## config.mk

```make
export PLATFORM = sky130hd
export DESIGN_NAME = serial_onewire_bridge_command_mode_top
export DESIGN_NICKNAME = d
export VERILOG_FILES = /design/src/hw/rtl/owb_pkg.sv /design/src/hw/rtl/serial_onewire_bridge_command_mode_top.sv /design/src/hw/rtl/owb_front.sv /design/src/hw/rtl/owb_queue.sv /design/src/hw/rtl/owb_back.sv
export SDC_FILE = /design/constraint.sdc
export NUM_CORES = 1
export LEC_CHECK = 0
export ABC_AREA = 1
export BUFFER_PORTS_ARGS = -buffer_cell sky130_fd_sc_hd__buf_4
export CORE_ASPECT_RATIO = 1.75
export CORE_MARGIN = 3
export CORE_UTILIZATION = 30
export CTS_BUF_LIST = sky130_fd_sc_hd__clkbuf_8
export CTS_CLUSTER_SIZE = 24
export DETAILED_ROUTE_END_ITERATION = 8
export GPL_TIMING_DRIVEN = 1
export PLACE_DENSITY = 0.51
export SYNTH_ARGS = -nofsm -noshare
export SYNTH_HDL_FRONTEND = slang
export SYNTH_SLANG_ARGS = --single-unit
```

## constraint.sdc

```tcl
create_clock -name clk -period 3.55 [get_ports clk]
set_input_delay 0.8875 -clock clk [delete_from_list [all_inputs] [get_ports clk]]
set_output_delay 0.8875 -clock clk [all_outputs]
set_load 0.02 [all_outputs]
```

## src/hw/rtl/owb_pkg.sv

```systemverilog
// types and constants shared by the serial to one-wire bridge command interpreter
// no dependencies; used by owb_front, owb_queue, owb_back and the top level

package owb_pkg;

  typedef enum logic [1:0] {
    MODE_INACTIVE,
    MODE_CMD,
    MODE_XFER,
    MODE_ESC
  } mode_t;

  localparam logic [1:0] BUS_NONE  = 2'd0;
  localparam logic [1:0] BUS_RESET = 2'd1;
  localparam logic [1:0] BUS_WBIT  = 2'd2;
  localparam logic [1:0] BUS_WBYTE = 2'd3;

  localparam logic [2:0] CMD_BIT   = 3'd4;
  localparam logic [2:0] CMD_ACCEL = 3'd5;
  localparam logic [2:0] CMD_RESET = 3'd6;
  localparam logic [2:0] CMD_PULSE = 3'd7;

  localparam logic [7:0] BYTE_DATA_MODE = 8'hE1;
  localparam logic [7:0] BYTE_ESCAPE    = 8'hE3;
  localparam logic [7:0] CAL_MASK       = 8'hE3;
  localparam logic [7:0] CAL_MATCH      = 8'hC1;
  localparam logic [7:0] REPLY_RESET    = 8'hCD;
  localparam logic [7:0] REPLY_PARAM0   = 8'hFE;
  localparam logic [2:0] CODE_BAUD      = 3'd7;
  localparam logic [2:0] BAUD_MAX       = 3'd3;

  localparam int NUM_PARAMS = 7;

  typedef logic [NUM_PARAMS-1:0][2:0] param_arr_t;

  // entry 0 is parameter 1
  localparam param_arr_t PARAM_DEFAULTS = {3'd0, 3'd6, 3'd5, 3'd0, 3'd4, 3'd4, 3'd0};

  typedef struct packed {
    logic [7:0] host_byte;
    logic       bus_bit;
    logic [7:0] bus_byte;
    logic       cal_ok;
    logic       odd;
    logic       is_data_mode;
    logic       is_escape;
    logic       is_cfg;
    logic [2:0] cmd_op;
    logic [1:0] speed;
    logic [2:0] cfg_code;
    logic [2:0] cfg_val;
  } class_t;

  typedef struct packed {
    logic       reply_valid;
    logic [7:0] reply_byte;
    logic [1:0] bus_op;
    logic       bus_bit_out;
    logic [7:0] bus_byte_out;
    logic [1:0] bus_speed;
    logic       error_flag;
  } res_t;

endpackage

```

## src/hw/rtl/serial_onewire_bridge_command_mode_top.sv

```systemverilog
// top level of the serial to one-wire bridge command interpreter
// depends on owb_pkg, owb_front, owb_queue, owb_back
//
//   channel | handshake           | payload
//   in      | in_valid / in_stall   | host_byte, bus_bit_in, bus_byte_in
//   out     | out_valid / out_stall | reply_valid, reply_byte, bus_op, bus_bit_out,
//           |                       | bus_byte_out, bus_speed, error_flag
//
// one transfer in and one out per cycle when neither side stalls
// each transfer passes through the queue and then the back-end output register
// in_stall rises only when the queue holds QUEUE_DEPTH entries
// rst clears mode, speed, accelerator flag, queue and output valid, and loads the parameter defaults

module serial_onewire_bridge_command_mode_top #(
  parameter int QUEUE_DEPTH = 2
) (
  input  logic       clk,
  input  logic       rst,
  input  logic       in_valid,
  output logic       in_stall,
  input  logic [7:0] host_byte,
  input  logic       bus_bit_in,
  input  logic [7:0] bus_byte_in,
  output logic       out_valid,
  input  logic       out_stall,
  output logic       reply_valid,
  output logic [7:0] reply_byte,
  output logic [1:0] bus_op,
  output logic       bus_bit_out,
  output logic [7:0] bus_byte_out,
  output logic [1:0] bus_speed,
  output logic       error_flag
);

  owb_pkg::class_t entry;
  owb_pkg::class_t head;
  owb_pkg::res_t   result;
  logic            full;
  logic            empty;
  logic            pop;
  logic            push;

  assign in_stall = full;
  assign push     = in_valid & ~full;

  owb_front u_front (
    .host_byte   (host_byte),
    .bus_bit_in  (bus_bit_in),
    .bus_byte_in (bus_byte_in),
    .entry       (entry)
  );

  owb_queue #(
    .DEPTH (QUEUE_DEPTH)
  ) u_queue (
    .clk        (clk),
    .rst        (rst),
    .push       (push),
    .push_entry (entry),
    .pop        (pop),
    .head       (head),
    .full       (full),
    .empty      (empty)
  );

  owb_back u_back (
    .clk       (clk),
    .rst       (rst),
    .head_ok   (~empty),
    .head      (head),
    .pop       (pop),
    .out_valid (out_valid),
    .out_stall (out_stall),
    .result    (result)
  );

  assign reply_valid  = result.reply_valid;
  assign reply_byte   = result.reply_byte;
  assign bus_op       = result.bus_op;
  assign bus_bit_out  = result.bus_bit_out;
  assign bus_byte_out = result.bus_byte_out;
  assign bus_speed    = result.bus_speed;
  assign error_flag   = result.error_flag;

endmodule

```

## src/hw/rtl/owb_front.sv

```systemverilog
// front end: decodes one host byte into a classified entry for the queue
// depends on owb_pkg

module owb_front (
  input  logic [7:0]      host_byte,
  input  logic            bus_bit_in,
  input  logic [7:0]      bus_byte_in,
  output owb_pkg::class_t entry
);

  logic [1:0] raw_speed;

  assign raw_speed = host_byte[3:2];

  always_comb begin
    entry.host_byte    = host_byte;
    entry.bus_bit      = bus_bit_in;
    entry.bus_byte     = bus_byte_in;
    entry.cal_ok       = (host_byte & owb_pkg::CAL_MASK) == owb_pkg::CAL_MATCH;
    entry.odd          = host_byte[0];
    entry.is_data_mode = host_byte == owb_pkg::BYTE_DATA_MODE;
    entry.is_escape    = host_byte == owb_pkg::BYTE_ESCAPE;
    entry.is_cfg       = ~host_byte[7];
    entry.cmd_op       = host_byte[7:5];
    // speed code 3 maps to regular
    entry.speed        = (raw_speed == 2'd3) ? 2'd0 : raw_speed;
    entry.cfg_code     = host_byte[6:4];
    entry.cfg_val      = host_byte[3:1];
  end

endmodule

```

## src/hw/rtl/owb_queue.sv

```systemverilog
// short queue of classified entries between front and back ends
// depends on owb_pkg

module owb_queue #(
  parameter int DEPTH = 2
) (
  input  logic            clk,
  input  logic            rst,
  input  logic            push,
  input  owb_pkg::class_t push_entry,
  input  logic            pop,
  output owb_pkg::class_t head,
  output logic            full,
  output logic            empty
);

  localparam int PW = (DEPTH > 1) ? $clog2(DEPTH) : 1;
  localparam int CW = $clog2(DEPTH + 1);

  owb_pkg::class_t    slots [DEPTH];
  logic [PW-1:0]      wr_ptr;
  logic [PW-1:0]      rd_ptr;
  logic [CW-1:0]      count;

  assign full  = count == CW'(DEPTH);
  assign empty = count == '0;
  assign head  = slots[rd_ptr];

  always_ff @(posedge clk) begin
    if (push) begin
      slots[wr_ptr] <= push_entry;
    end
  end

  always_ff @(posedge clk) begin
    if (rst) begin
      wr_ptr <= '0;
      rd_ptr <= '0;
      count  <= '0;
    end else begin
      if (push) begin
        wr_ptr <= (wr_ptr == PW'(DEPTH - 1)) ? '0 : wr_ptr + 1'b1;
      end
      if (pop) begin
        rd_ptr <= (rd_ptr == PW'(DEPTH - 1)) ? '0 : rd_ptr + 1'b1;
      end
      case ({push, pop})
        2'b10:   count <= count + 1'b1;
        2'b01:   count <= count - 1'b1;
        default: count <= count;
      endcase
    end
  end

endmodule

```

## src/hw/rtl/owb_back.sv

```systemverilog
// back end: runs queued entries against mode, speed, accelerator and parameter state
// and holds the result in an output register; depends on owb_pkg

module owb_back (
  input  logic            clk,
  input  logic            rst,
  input  logic            head_ok,
  input  owb_pkg::class_t head,
  output logic            pop,
  output logic            out_valid,
  input  logic            out_stall,
  output owb_pkg::res_t   result
);

  owb_pkg::mode_t     mode;
  owb_pkg::mode_t     mode_next;
  logic [1:0]         speed;
  logic [1:0]         speed_next;
  logic               accel;
  logic               accel_next;
  owb_pkg::param_arr_t params;
  owb_pkg::param_arr_t params_next;
  owb_pkg::res_t      res;
  logic               do_cmd;
  logic               do_data;
  logic [2:0]         rd_idx;
  logic [2:0]         wr_idx;

  assign pop    = head_ok & (~out_valid | ~out_stall);
  assign rd_idx = head.cfg_val - 3'd1;
  assign wr_idx = head.cfg_code - 3'd1;

  always_ff @(posedge clk) begin
    if (rst) begin
      mode      <= owb_pkg::MODE_INACTIVE;
      speed     <= 2'd0;
      accel     <= 1'b0;
      params    <= owb_pkg::PARAM_DEFAULTS;
      out_valid <= 1'b0;
    end else begin
      if (pop) begin
        mode   <= mode_next;
        speed  <= speed_next;
        accel  <= accel_next;
        params <= params_next;
      end
      if (pop) begin
        out_valid <= 1'b1;
      end else if (~out_stall) begin
        out_valid <= 1'b0;
      end
    end
  end

  always_ff @(posedge clk) begin
    if (pop) begin
      result <= res;
    end
  end

  always_comb begin
    mode_next   = mode;
    speed_next  = speed;
    accel_next  = accel;
    params_next = params;
    do_cmd      = 1'b0;
    do_data     = 1'b0;
    res         = '0;

    case (mode)
      owb_pkg::MODE_INACTIVE: begin
        if (head.cal_ok) begin
          mode_next = owb_pkg::MODE_CMD;
        end else begin
          res.error_flag = 1'b1;
        end
      end
      owb_pkg::MODE_CMD: begin
        do_cmd = 1'b1;
      end
      owb_pkg::MODE_XFER: begin
        if (head.is_escape) begin
          mode_next = owb_pkg::MODE_ESC;
        end else begin
          do_data = 1'b1;
        end
      end
      owb_pkg::MODE_ESC: begin
        if (head.is_escape) begin
          mode_next = owb_pkg::MODE_XFER;
          do_data   = 1'b1;
        end else begin
          mode_next = owb_pkg::MODE_CMD;
          do_cmd    = 1'b1;
        end
      end
      default: begin
        mode_next = owb_pkg::MODE_INACTIVE;
      end
    endcase

    if (do_data) begin
      if (accel) begin
        res.error_flag = 1'b1;
        mode_next      = owb_pkg::MODE_INACTIVE;
      end else begin
        res.bus_op       = owb_pkg::BUS_WBYTE;
        res.bus_byte_out = head.host_byte;
        res.reply_valid  = 1'b1;
        res.reply_byte   = head.bus_byte;
      end
    end

    if (do_cmd) begin
      if (~head.odd) begin
        res.error_flag = 1'b1;
        mode_next      = owb_pkg::MODE_INACTIVE;
      end else if (head.is_data_mode) begin
        mode_next = owb_pkg::MODE_XFER;
      end else if (head.is_cfg) begin
        res.reply_valid = 1'b1;
        if (head.cfg_code == 3'd0) begin
          if (head.cfg_val == 3'd0) begin
            res.reply_byte = owb_pkg::REPLY_PARAM0;
          end else begin
            res.reply_byte = {4'd0, params[rd_idx], 1'b0};
          end
        end else begin
          // baud rate above the top code is not stored
          if (!(head.cfg_code == owb_pkg::CODE_BAUD && head.cfg_val > owb_pkg::BAUD_MAX)) begin
            params_next[wr_idx] = head.cfg_val;
          end
          res.reply_byte = {head.host_byte[7:1], 1'b0};
        end
      end else begin
        case (head.cmd_op)
          owb_pkg::CMD_BIT: begin
            speed_next      = head.speed;
            res.bus_op      = owb_pkg::BUS_WBIT;
            res.bus_bit_out = head.host_byte[4];
            res.reply_valid = 1'b1;
            res.reply_byte  = {head.host_byte[7:2], head.bus_bit, head.bus_bit};
          end
          owb_pkg::CMD_ACCEL: begin
            accel_next = head.host_byte[4];
            speed_next = head.speed;
          end
          owb_pkg::CMD_RESET: begin
            speed_next      = head.speed;
            params_next     = owb_pkg::PARAM_DEFAULTS;
            mode_next       = owb_pkg::MODE_CMD;
            res.bus_op      = owb_pkg::BUS_RESET;
            res.reply_valid = 1'b1;
            res.reply_byte  = owb_pkg::REPLY_RESET;
          end
          owb_pkg::CMD_PULSE: begin
            res.error_flag = 1'b1;
            mode_next      = owb_pkg::MODE_INACTIVE;
          end
          default: begin
            res.error_flag = 1'b1;
            mode_next      = owb_pkg::MODE_INACTIVE;
          end
        endcase
      end
    end

    res.bus_speed = speed_next;
  end

endmodule

```

* After elaboration in Yosys (flattened, before gate mapping)
Memory sizes are Yosys's and may differ from the RTL's. A register that Yosys moved wholly into a read port is not among the register bits. Index checks and enable logic that the tools add are counted.
Cells by class: $add $sub $neg 6, $mul 0, div/mod/pow operators 0, magnitude comparators 4, eq/ne operators 17, shift operators 0, multiplexer cells 59, bitwise logic cells 14, reductions and logical operators 14
Operators with widths (number):
- 21-bit two-way mux | 4
- 12-bit two-way mux | 3
- 2-bit two-way mux | 15
- 11-bit two-way mux | 2
- 11-bit case mux with 2 select lines | 1
- 21-bit bitwise mux | 1
- 1-bit two-way mux | 20
- 8-bit equality test (second input constant) | 2
- 8-bit two-way mux | 2
- 3-bit equality test (second input constant) | 4
- 1-bit NOT | 11
- 2-bit equality test (second input constant) | 5
- 3-bit binary-select mux with 3-bit select | 1
- 3-bit demux with 3-bit select | 1
- 3-bit two-way mux | 3
- 9-bit two-way mux | 1
- 3-bit by 4-bit less-than comparator with 1-bit output (second input constant) | 2
- 2-bit case mux with 2 select lines | 2
- 7-bit AND reduction | 1
- 3-bit zero test | 2
- 2-bit case mux with 3 select lines | 1
- 6-bit AND reduction | 1
- 3-bit by 1-bit subtractor with 3-bit output (second input constant) | 2
- 5-bit equality test (second input constant) | 1
- 17 further kinds | 26
Word-level totals: bits in registers 54, bits in latches 0, bits in writable memories 66, memory bits (read-only) 0, output and inout bits 25, logic and storage cells 136, memories kept 1
Memories:
- u_queue.slots | words 2, width 33, read ports 1, clocked after memory_dff 1, wr ports 1, RTL line owb_queue.sv:20 | owb_pkg::class_t slots [DEPTH];

* Logic depth before layout (Yosys ltp)
Gate-level depths: netlist of run 1.
word-level depth 9, depth in mapped cells 16, depth with buffers taken out 14

* Cells and area by module
From an unflattened synthesis of run 1, not the netlist that was laid out.
Second synthesis, totals: cell total of the unflattened synthesis 582, area, all modules 5899.4 um2
Modules (own cells, without submodules):
- owb_back | instances 1, cells an instance 396, area each 2842.7 um2
- owb_queue | instances 1, cells an instance 136, area each 2762.6 um2
- owb_front | instances 1, cells an instance 47, area each 280.3 um2
- serial_onewire_bridge_command_mode_top | instances 1, cells an instance 3, area each 13.8 um2

* Least setup slack after synthesis of run 1
Ideal clock, no wire load.
path type input to register, start point in out_stall, end point reg u_queue.count[1], library setup time 122 ps, arrival time 2793 ps, path slack 635 ps, cell stages on the path 8, buffers on the path 1, cell sequence nand2_1 -> o21a_1 -> buf_1 -> ha_1 -> a21oi_1 -> o21ai_0 -> o21ai_0 -> a21oi_1
On the way: cells in the longest elaborated chain, start to end 5
RTL lines:
- from (decl) | RTL line serial_onewire_bridge_command_mode_top.sv:25 | input logic out_stall,
- 1-bit NOT (*) | RTL line owb_back.sv:29 | assign pop = head_ok & (~out_valid | ~out_stall);
- 1-bit bitwise OR (*) | RTL line owb_back.sv:29
- 1-bit AND (*) | RTL line owb_back.sv:29
- via pop | RTL line serial_onewire_bridge_command_mode_top.sv:40 | logic pop;
- 2-bit by 1-bit equality test with 1-bit output or 2-bit equality test (tied branches) | RTL line owb_queue.sv:47 | case ({push, pop})
- 2-bit case mux with 2 select lines or 2-bit nonzero test (tied branches)
- to (signal assigned) | RTL line owb_queue.sv:48 | 2'b10: count <= count + 1'b1;
- to (signal assigned) | RTL line owb_queue.sv:49 | 2'b01: count <= count - 1'b1;
- to (signal assigned) | RTL line owb_queue.sv:50 | default: count <= count;
- to (decl) | RTL line owb_queue.sv:23 | logic [CW-1:0] count;
The timed path passes the listed nets; every way through them passes the cells marked *. A chain may end at the register's enable or synchronous reset.

==> results of run 1 <==
[per-stage QoR]
stage               hold WS (ns)  std cells  area, um^2
finish                    0.4594        783        5508
CTS                       0.4638        783        5508
global route              0.4876        783        5508
detailed placement        0.4496        767        5318
floorplan                 0.4255        546        4807
global placement          0.4344        767        5318
[Yosys cell counts, types with 2 or more instances]
cell type / n
nand2_1: 174
edfxtp_1: 69
nand3_1: 61
inv_1: 54
a21oi_1: 36
nor2_1: 36
dfxtp_1: 32
o21ai_0: 22
clkbuf_1: 7
ha_1: 6
nor3_1: 6
buf_6: 4
nand2_2: 4
nand2_4: 4
buf_2: 3
a21boi_0: 2
nand3_2: 2
nand4_1: 2
nor2_2: 2
o21ai_1: 2
[per-layer routing]
layer	vias to the layer above	part of all wire, %	GRT usage [%]
met3	25	3.3	1.772
met5	-	0	0
li1	1890	-	-
met2	97	55	25.66
met4	0	3.2	6.767
met1	1700	38	15.07
[power by group]
group	switching, mW	total, mW	internal (mW)
logic	1.31	1.86	0.550
registers	0.105	1.66	1.56
clock network	0.447	0.720	0.273
total	1.87	4.24	2.38
[path summary, 6_finish.rpt]
path              slack, ns           endpoint           start  cells past startpoint
setup reg to reg       0.50  u_back.result[15]        register                      9
hold / removal         0.46           register  u_queue.rd_ptr                      1
hold reg to reg        0.46           register  u_queue.rd_ptr                      1
setup / recovery       0.50  u_back.result[15]        register                      9
[critical path, cell delays in order, from the launching register on]
cell     delay [ns]
dfxtp_1        0.64
buf_4          0.31
mux2i_1        0.66
ha_1           0.45
inv_1          0.18
nand3_1        0.10
nand3_1        0.11
nand3_1        0.12
nand2_1        0.12
nand3_1        0.10
[area by class of cell]
cell class                 count  area (um^2)
timing repair buffer          51        382.9
multi-input combinational    373         1777
clock inverter                 7        66.31
clock buffer                   9        123.9
tap                          186        232.7
inverter                      56        212.7
fill                        1620        10030
sequential                   101         2713
[logic make-up after synthesis]
logic type               synth area share [%]
AO/OA/AOI/OAI                           7.679
XOR/XNOR                               0.1822
adder cells (fa/ha/maj)                 1.562
buffers and inverters                   6.715
flip-flops                              56.43
multiplexers                           0.2082
AND/OR/NAND/NOR                         27.23
[sequential cells by signal, indices dropped and copies added, names as in the netlist, named ones only]
signal	flops
u_back.accel	1
u_back.mode	2
u_back.out_valid	1
u_back.params	21
u_back.result	23
u_back.speed	2
u_queue.count	2
u_queue.rd_ptr	1
u_queue.slots	46
u_queue.wr_ptr	1
==> summary.md, run 1 <==
| Metric | Value |
|---|---|
| # Post-CTS Setup Buffers | 0 |
| Syn avg cell area | 8.804 um^2 |
| Hpwl dp | between 8 and 9 mm |
| Diode count | 0 |
| Routed via count | between 3000 and 4000 |
| Clk buf depth | 2 |
| Share of cells above drive strength 1 | between 10% and 20% |
| Initial antenna violation count | 0 |
| Final Max Slew Viols | 0 |
| Ys flop type | edfxtp_1 |
| Final Hold Viols | 0 |
| Chip height | between 150 and 200 um |
| Type of the most critical hold path | register to register |
| Final setup margin | 0.5021 ns |
| Synthesized Nets | roughly 570 |
| Total Power | 4.245 mW |
| Synth warn | 0 |
| Nets@finish | a little over 600 |
| Gpl congestion | 0.8897 |
| Post-Syn Area | 4807 um^2 |
| Clock sinks | roughly 100 |
| Crit start category | register |
| Ports | 46 |
| Seq cells post-synth | just over 100 |
| Area leader, netlist | edfxtp_1 |
| First-pass GRT wire length | about 19 mm |
| Sequential share of the synthesized area | between 50 and 60% |
| Starting density of the core | between 30% and 40% |
| Crit end category | register |
| Largest net degree at the start of global routing | 35 |
| Number of max-cap violations | 0 |
| Area delta synth->final | 14.58% |
| Leak pwr | approximately 2.3 nW |
| Max_slew headroom | between 40% and 50% |
| Final TNS setup | 0 ns |
| Top cells by area, synth | edfxtp_1, nand2_1, dfxtp_1 |
| Die area | around 18000 um^2 |
| Synth unique cells | 38 |
| Commonest non-fill, non-tap cell in the layout | nand2_1 |
| Critical path class | register to register |
| CP Max Fanout | 15 |
| Maximum clock rate | 328.1 MHz |
| Fin util | ~35% |
| DRT iter0 DRCs | ~220 |
| CP arrival | 3.19 ns |
| Mapped Cells | around 550 |
| Post-CTS Resized | 0 |
| Cts bufs inserted | 9 |
| Share of flip-flops with an asynchronous set or reset | 0% |
| Setup Skew | around 0.015 ns |
| Actual slew at the worst max-slew pin | approximately 0.73 ns |
| Core ar. | 15540 um^2 |
| Outcome | finished clean |
| CTS tree | yes |
| Synth top area share | 43.10% |
| Die W | just over 100 um |
| Port Buf Inserts | 45 |
| CP required | ~3.7 ns |
| Period minus WS final | a little over 3 ns |
| Final wirelength | 11.70 mm |
| CTS Hold Bufs | 0 |
| Pwr dens | 770.7 nW/um^2 |
| Pre-CTS setup slack | approximately 0.5 ns |
| Total GRT Usage | roughly 14% |
| WL/cell | approximately 15 um |
| Setup-failing EPs final | 0 |
| Vias in the first global route | 3784 |
| Worst vdd ir | between 0.0003 and 0.0004 V |
| Depth of the CTS H-tree | 3 |
| CTS clk-pin slew, worst paths | ~0.10 ns |
| Most frequent cells in the layout | nand2_1, edfxtp_1, nand3_1, inv_1, buf_4 |
| Tcrit/Tclk final | between 80% and 90% |
| Root buf cell | clkbuf_8 |
| Site row count | 60 |
| First-pass iteration count of the detailed router | 4 |
| DRC violation count after routing | 0 |
| RSZ-0062 raised after global routing | false |
| Post-synth EDFFs | 69 |
| Grt total ovfl | 0 |
| Worst-Skew Late Latency | between 0.3 and 0.4 ns |
| Final antenna-violating net count | 0 |
| Drt via density | roughly 4.7 |
Note: power is estimated with default switching activity, not from simulation.
==> run 2, diff against run 1 <==
- BUFFER_PORTS_ARGS: -buffer_cell sky130_fd_sc_hd__buf_4 -> unset
- DONT_BUFFER_PORTS: unset -> 1
- PLACE_DENSITY: 0.51 -> 0.49
- SETUP_SLACK_MARGIN: unset -> 0.05
==> run 2 against run 1 <==
Net effect: hold slack got worse by 0.0011 ns; non-clock buffer count is 44 lower; final area fell by 6.0%; worst setup slack better by 0.33 ns; critical endpoint is now u_back.params[5]; largest power group is now sequential cells.
==> summary.md, run 2 (synthesized netlist as in run 1, its figures left out) <==
| Metric | Value |
|---|---|
| Commonest non-fill, non-tap cell in the layout | nand2_1 |
| Pwr dens | 782.6 nW/um^2 |
| Total Power | approximately 4.1 mW |
| Period minus WS final | between 2 and 3 ns |
| Root buf cell | clkbuf_8 |
| Hold Slack | 0.4583 ns |
| Multi-input gate area | 1777 um^2 |
| Share of cells above drive strength 1 | roughly 8.1% |
| Grt total ovfl | 0 |
| Chip height | about 170 um |
| Worst Reg-to-Reg Cells | 13 |
| Nets@finish | approximately 580 |
| Leak pwr | about 2.1 nW |
| Final wirelength | approximately 12 mm |
| First-pass iteration count of the detailed router | 4 |
| Setup Skew | 0.01394 ns |
| RSZ-0062 raised after global routing | false |
| Outcome | finished clean |
| Actual slew at the worst max-slew pin | between 0.6 and 0.7 ns |
| Layout fillers | 1583 |
| Final Max Slew Viols | 0 |
| First-pass GRT wire length | between 15 and 20 mm |
| Site row count | 60 |
| Number of max-cap violations | 0 |
| DRC violation count after routing | 0 |
| Layout Cells excl Fill | ~740 |
| CTS clk-pin slew, worst paths | roughly 0.10 ns |
| Depth of the CTS H-tree | 3 |
| Hold Crit Start | u_queue.rd_ptr |
| Largest net degree at the start of global routing | 35 |
| Max_slew headroom | 57.40% |
| Vias in the first global route | between 3000 and 4000 |
| Final antenna-violating net count | 0 |
| WL/cell | about 16 um |
| Largest register FFs | 46 |
| Routed via count | 3609 |
| Switching Share | 44.73% |
| Worst-Skew Late Latency | between 0.3 and 0.4 ns |
| Drt via density | a little under 5 |
| Reg2reg setup slack | 0.83 ns |
| Area delta synth->final | 7.704% |
| Reg with most FFs | u_queue.slots |
| CTS Hold Bufs | 0 |
| Diode count | 0 |
| Cts bufs inserted | 9 |
| Switching pwr | between 1.5 and 2 mW |
| Hpwl dp | roughly 8.9 mm |
| Die area | between 15000 and 20000 um^2 |
| Clock power share | between 15 and 20% |
| Seq pwr share | between 40% and 50% |
| Crit start category | register |
| Internal power | around 2.2 mW |
| Maximum clock rate | 367.8 MHz |
| Initial antenna violation count | 0 |
| Worst reg2reg endpoint | u_back.params[5] |
| Most frequent cells in the layout | nand2_1, edfxtp_1, nand3_1, inv_1, a21oi_1 |
| CP arrival | 2.97 ns |
| Ports | 46 |
| CP required | between 3 and 4 ns |
| FF/Latch Area | 2713 um^2 |
| Hold Path End | u_queue.rd_ptr |
| Type of the most critical hold path | register to register |
| Clock sinks | around 100 |
| Core ar. | approximately 16000 um^2 |
| Worst vdd ir | 0.0002599 V |
| Combinational power share | between 30 and 40% |
| Critical path class | register to register |
| Crit end category | register |
| Worst Hold Depth | 1 |
| DRT iter0 DRCs | between 150 and 200 |
| Regs by FF count | u_queue.slots: 46 flops, u_back.result: 23 flops, u_back.params: 21 flops |
| Post-Place Cells | just over 700 |
| Gpl congestion | between 0.9 and 1 |
| Final Hold Viols | 0 |
| Final TNS setup | 0 ns |
| Die W | between 100 and 150 um |
| Setup-failing EPs final | 0 |
| Post-CTS Resized | 0 |
| Total GRT Usage | 14.29% |
| CTS tree | yes |
| Starting density of the core | a little under a third |
| Clk buf depth | 2 |
| Port Buf Inserts | 0 |
| Tcrit/Tclk final | about three quarters |
| # Post-CTS Setup Buffers | 0 |
| CP Max Fanout | 28 |
## run 2: cell count changes in the layout (fill, tap and decap cells not counted), sizes merged
cell      delta
inv          -1
clkinvlp     -2
clkinv       +3
buf         -44
## run 2: worst max-delay path by stage
stage / to / slack [ns] / depth (start not counted)
floorplan: u_queue.count[1] / 0.63 / 8
global placement: u_back.params[12] / 0.92 / 13
detailed placement: u_back.params[5] / 0.85 / 13
CTS: u_back.params[5] / 0.85 / 13
global route: u_back.params[14] / 0.62 / 13
finish: u_back.params[5] / 0.83 / 13
## run 2: routing by layer
metal | global-route usage, % | part of all wire, %
met1 | 14.66 | 37
met2 | 26.31 | 55
met5 | 0 | 0
met3 | 3.061 | 4.4
met4 | 7.210 | 2.8
## run 2: power by group through the flow
stage / combinational, mW / clock [mW] / sequential (mW)
after detailed placement: 1.53 / 0 / 1.85
after global placement: 1.51 / 0 / 1.85
after floorplan: 1.16 / 0 / 1.81
final: 1.52 / 0.716 / 1.81
after global routing: 1.72 / 0.782 / 1.84
after CTS: 1.53 / 0.746 / 1.82
## run 2: critical path, stage by stage (launching register included)
cell and delay, ns:
dfxtp_1 0.39, buf_4 0.31, nand2_1 0.08, nand2_1 0.28, inv_2 0.19, ha_1 0.24
inv_1 0.07, nor2_2 0.06, nand2_1 0.12, nand3_2 0.15, nor2_8 0.35, nand2_1 0.15
nand2_1 0.09, nand3_1 0.07
## run 2: final cells by class
type,count,share of cell area [%]
Clock buffer,9,2.392
Inverter,56,4.108
Multi-Input combinational cell,373,34.32
Clock inverter,7,1.281
Tap cell,186,4.495
Sequential cell,101,52.39
Timing Repair Buffer,7,1.015
## run 2: through the flow
stage          setup WS, ns  cell area, um^2  util [%]
2_1_floorplan        0.6350             4807         -
3_3_place_gp         0.9240             4987     32.09
3_5_place_dp         0.8461             4987     32.09
4_1_cts              0.8462             5177     33.32
5_1_grt              0.6197             5177     33.32
6_report             0.8310             5177     33.32
